<file path="config.mk">
export PLATFORM = sky130hd
export DESIGN_NAME = spi_decide
export DESIGN_NICKNAME = d
export VERILOG_FILES = /design/src/hw/rtl/spi_pkg.sv /design/src/hw/rtl/spi_decide.sv
export SDC_FILE = /design/constraint.sdc
export NUM_CORES = 1
export LEC_CHECK = 0
export BUFFER_PORTS_ARGS = -buffer_cell sky130_fd_sc_hd__buf_4
export CAP_MARGIN = 5
export CELL_PAD_IN_SITES_DETAIL_PLACEMENT = 0
export CELL_PAD_IN_SITES_GLOBAL_PLACEMENT = 1
export CORE_MARGIN = 3
export CORE_UTILIZATION = 39
export DETAILED_ROUTE_END_ITERATION = 10
export PLACE_DENSITY = 0.94
export SLEW_MARGIN = 20
export SYNTH_ARGS = -nofsm -noshare
export SYNTH_HDL_FRONTEND = slang
export SYNTH_SLANG_ARGS = --single-unit
</file>
<file path="constraint.sdc">
create_clock -name vclk -period 10.55
set_input_delay 2.11 -clock vclk [all_inputs]
set_output_delay 2.11 -clock vclk [all_outputs]
set_load 0.05 [all_outputs]
</file>
<file path="src/hw/rtl/spi_pkg.sv">
// ----------------------------------------------------------------------------
// spi_pkg
// shared types, constants and point index tables for the segment pair test
// ----------------------------------------------------------------------------
package spi_pkg;

    // default coordinate width, range 4 to 30
    localparam int COORD_BITS_DEF = 16;

    localparam int REL_BITS = 2;

    typedef enum logic [REL_BITS-1:0] {
        REL_OUT = 2'd0,
        REL_ON  = 2'd1,
        REL_IN  = 2'd2
    } t_relation;

    // point slots: a start, a end, b start, b end
    typedef logic [1:0] t_pt;

    localparam t_pt PT_A1 = 2'd0;
    localparam t_pt PT_A2 = 2'd1;
    localparam t_pt PT_B1 = 2'd2;
    localparam t_pt PT_B2 = 2'd3;

    localparam int N_DET = 4;

    // orientation of triangle (a, b, c), one row per determinant
    localparam t_pt ORIENT_A [N_DET] = '{PT_A1, PT_A1, PT_B1, PT_B1};
    localparam t_pt ORIENT_B [N_DET] = '{PT_A2, PT_A2, PT_B2, PT_B2};
    localparam t_pt ORIENT_C [N_DET] = '{PT_B1, PT_B2, PT_A1, PT_A2};

endpackage

</file>
<file path="src/hw/rtl/spi_decide.sv">
// ----------------------------------------------------------------------------
// spi_decide
// forms determinants and projections from partial products and classifies
// ----------------------------------------------------------------------------
module spi_decide #(
    parameter int PW = 34
) (
    input  logic signed [PW-1:0] i_pa [spi_pkg::N_DET],
    input  logic signed [PW-1:0] i_pb [spi_pkg::N_DET],
    input  logic signed [PW-1:0] i_qa [spi_pkg::N_DET],
    input  logic signed [PW-1:0] i_qb [spi_pkg::N_DET],
    output spi_pkg::t_relation   o_relation
);

    localparam int SW = PW + 1;

    typedef struct packed {
        logic neg;
        logic zero;
    } t_side;

    logic signed [SW-1:0] det  [spi_pkg::N_DET];
    logic signed [SW-1:0] proj [spi_pkg::N_DET];
    t_side                side [spi_pkg::N_DET];

    logic ss_a, ss_b, any_zero, colinear, overlap;

    always_comb begin
        for (int k = 0; k < spi_pkg::N_DET; k++) begin
            det[k]       = SW'(i_pa[k]) - SW'(i_pb[k]);
            proj[k]      = SW'(i_qa[k]) + SW'(i_qb[k]);
            side[k].neg  = det[k][SW-1];
            side[k].zero = (det[k] == '0);
        end
    end

    // strict same side: both positive or both negative
    function automatic logic same_side(input t_side u, input t_side v);
        logic pu, pv;
        pu = !u.neg && !u.zero;
        pv = !v.neg && !v.zero;
        return (pu && pv) || (u.neg && v.neg);
    endfunction

    always_comb begin
        ss_a     = same_side(side[0], side[1]);
        ss_b     = same_side(side[2], side[3]);
        any_zero = side[0].zero || side[1].zero || side[2].zero || side[3].zero;
        colinear = (side[0].zero && side[1].zero) || (side[2].zero && side[3].zero);
        // projected interval overlap along a
        overlap  = (proj[0] <= proj[2] && proj[2] <= proj[1])
                || (proj[0] <= proj[3] && proj[3] <= proj[1])
                || (proj[2] <= proj[3] && proj[2] <= proj[0] && proj[1] <= proj[3])
                || (proj[3] <= proj[2] && proj[3] <= proj[0] && proj[1] <= proj[2]);

        priority if (ss_a || ss_b) begin
            o_relation = spi_pkg::REL_OUT;
        end else if (!any_zero) begin
            o_relation = spi_pkg::REL_IN;
        end else if (!colinear) begin
            o_relation = spi_pkg::REL_ON;
        end else if (overlap) begin
            o_relation = spi_pkg::REL_ON;
        end else begin
            o_relation = spi_pkg::REL_OUT;
        end
    end

endmodule

</file>
==> summary.md <==
| Metric | Value |
|---|---|
| Status | finished, final reports clean |
| Area grow syn2layout | 24.7% |
| Hold Path Class | input port to output port |
| Final net count | 4217 |
| Crit path max-delay family | compound AO/OA/AOI/OAI gates |
| FILL cells | 4895 |
| Seq/Total Area, Yosys | 0 |
| Post-synth top cells | ha_1, inv_1, a21oi_1 |
| Fin. Hold Viols | 0 |
| Via/cell ratio | 5.75 |
| Max-slew violation count | 0 |
| Port bufs | 546 |
| Peak VDD IR | 0.0000337 V |
| Total gr overflow | 0 |
| CP most frequent cell | o21ai_0 |
| Critical path type | input port to output port |
| RSZ-0062 raised after global routing | false |
| Final instance area | 23700 um^2 |
| Iter 0 DRT Violations | 1406 |
| Critical Path Sink Type | output port |
| Crit path largest cell delay | 0.55 ns |
| Die width | 227 um |
| Final Wtd Congestion | 0.974 |
| Initial antenna violation count | 3 |
| Syn Area/Cell | 6.94 um^2 |
| Net Count, Synth | 3716 |
| Top cells by area, synth | ha_1, a21oi_1, inv_1 |
| Placed inst area | 23700 um^2 |
| Vias after detailed routing | 22167 |
| DRC | 0 |
| # rows | 80 |
| Seq Cell Count | 0 |
| Critical path startpoint category | input port |
| Final setup vio count | 0 |
| WP data required | 8.44 ns |
| Die area | 51500 um^2 |
| Most common cell in the synthesized netlist | ha_1 |
| Hold wc startpoint | i_pa[33] |
| PD cells | 78.7 nW/um^2 |
| Ys Warns | 0 |
| Total wire length | 72.1 mm |
| Top cell type by total area after synthesis | ha_1 |
| Crit path DAT | 8.01 ns |
| Detailed placement HPWL | 64.4 mm |
| DIE HEIGHT | 227 um |
| Netlist cell types | 104 |
| Crit share post-route | 0.959 |
| Hold buffers post-CTS | 0 |
| Starting Density | 0.397 |
| Post-synth top area share | 0.281 |
| Setup TNS | 0 ns |
| Pleak | 12.2 nW |
| Synthesized instance count | 2741 |
| IO Pins | 546 |
| Max cap viols | 0 |
| Area of the multi-input gates | 17700 um^2 |
| Worst slew margin | 0.391 |
| Largest net degree at the start of global routing | 13 |
| Critical path peak fanout | 7 |
| WP buf/inv | 2 |
| Core box area | 47900 um^2 |
| Worst hold path endpoint | o_relation[1] |
| Register area | 0 um^2 |
| Share of cells above drive strength 1 | 0.189 |
| All-Layer GR Usage | 0.259 |
| Post-DRT Antenna Nets | 0 |
| Final-layout clock buffer total | 0 |
| First-pass GRT wire length | 109 mm |
| Routed WL per cell | 18.7 um |
| Mapped cell area | 19000 um^2 |
| Highest-delay cell along the critical path | a211oi_1 |
| Critical Path Source | i_qa[6] |
| Tmin final | 10.12 ns |
| Number of global-route vias before repair | 20975 |
| DRT Pass-1 Iters | 5 |
| Hold Crit Depth | 6 |
| Worst slew pin tran | 0.891 ns |
| Fmax | 98.8 MHz |
[layout make-up]
class | count | share of cell area
diodes | 3 | 0.000316
inverters | 305 | 0.0482
multi-input cells | 2386 | 0.745
well taps | 615 | 0.0324
repair buffers | 549 | 0.174
[logic make-up after synthesis]
group                      Yosys count  synth area share
and+or+nand+nor                    786             0.210
muxes                               20            0.0106
adders and majority gates          436             0.288
buffers and inverters              355            0.0711
xor gates and xnor gates           183            0.0853
AOI/OAI and AO/OA                  961             0.335
[repair_timing]
| item | CTS | global route |
|---|---|---|
| buffers inserted | 0 | 0 |
| setup endpoints to repair | 0 | 1 |
| resized for setup | 0 | 4 |
[cell usage in the layout (no fill, tap or decap), types with 8 or more instances in the layout]
cell type and instances:
a211o_1 9, nor2_1 172, and3_1 27, nor2b_1 45, a221oi_1 11, a2111oi_0 11
inv_1 305, o211ai_1 34, and2_1 13, or4_1 10, o31ai_1 8, a31oi_1 32
or2_2 12, a21o_1 137, or3_1 17, nand3b_1 10, o21a_1 44, mux2i_1 19
o21ai_0 167, and4_1 10, nand4_1 69, buf_4 549, nand3_1 71, o21bai_1 36
nor4_1 22, o21ai_1 18, nand2_1 175, o2111ai_1 15, nand2b_1 44, a21oi_1 270
xnor2_1 115, a211oi_1 31, xor2_1 66, nor3_1 62, ha_1 427, o22ai_1 13
[worst max path at each step]
stage               slack (ns)  cells after the start       endpoint
floorplan                 0.86                     28  o_relation[0]
global placement          0.36                     30  o_relation[0]
detailed placement        0.31                     30  o_relation[0]
CTS                       0.30                     30  o_relation[0]
global route              0.01                     30  o_relation[0]
finish                    0.43                     26  o_relation[0]
[through the flow]
| step | worst slack, ns | util | cells | hold WS [ns] | total power [mW] |
|---|---|---|---|---|---|
| global placement | 0.363 | 0.495 | 3855 | 5.17 | 1.82 |
| detailed placement | 0.313 | 0.495 | 3855 | 5.16 | 1.84 |
| finish | 0.431 | 0.495 | 3858 | 5.17 | 1.87 |
| CTS | 0.301 | 0.495 | 3855 | 5.17 | 1.85 |
| global route | 0.0122 | 0.495 | 3857 | 5.24 | 2.09 |
| floorplan | 0.857 | - | 2741 | 4.78 | 1.29 |
[power by group]
part	switching, mW	internal, mW
Sequential	0	0
Clock	0	0.0000000383
Combinational	1.04	0.833
Total	1.04	0.833
[worst min-delay path: stages]
cell and delay [ns]:
buf_4 0.08, ha_1 0.17, a21o_1 0.18, or2_2 0.13, and3b_1 0.16, buf_4 0.21
[metal layers]
layer / routed length [um] / track usage
met5: 9 / 0
met3: 4500 / 0.0302
met4: 2130 / 0.0684
met1: 30800 / 0.328
met2: 34600 / 0.465
No activity file was read; power rests on OpenSTA's default activity.
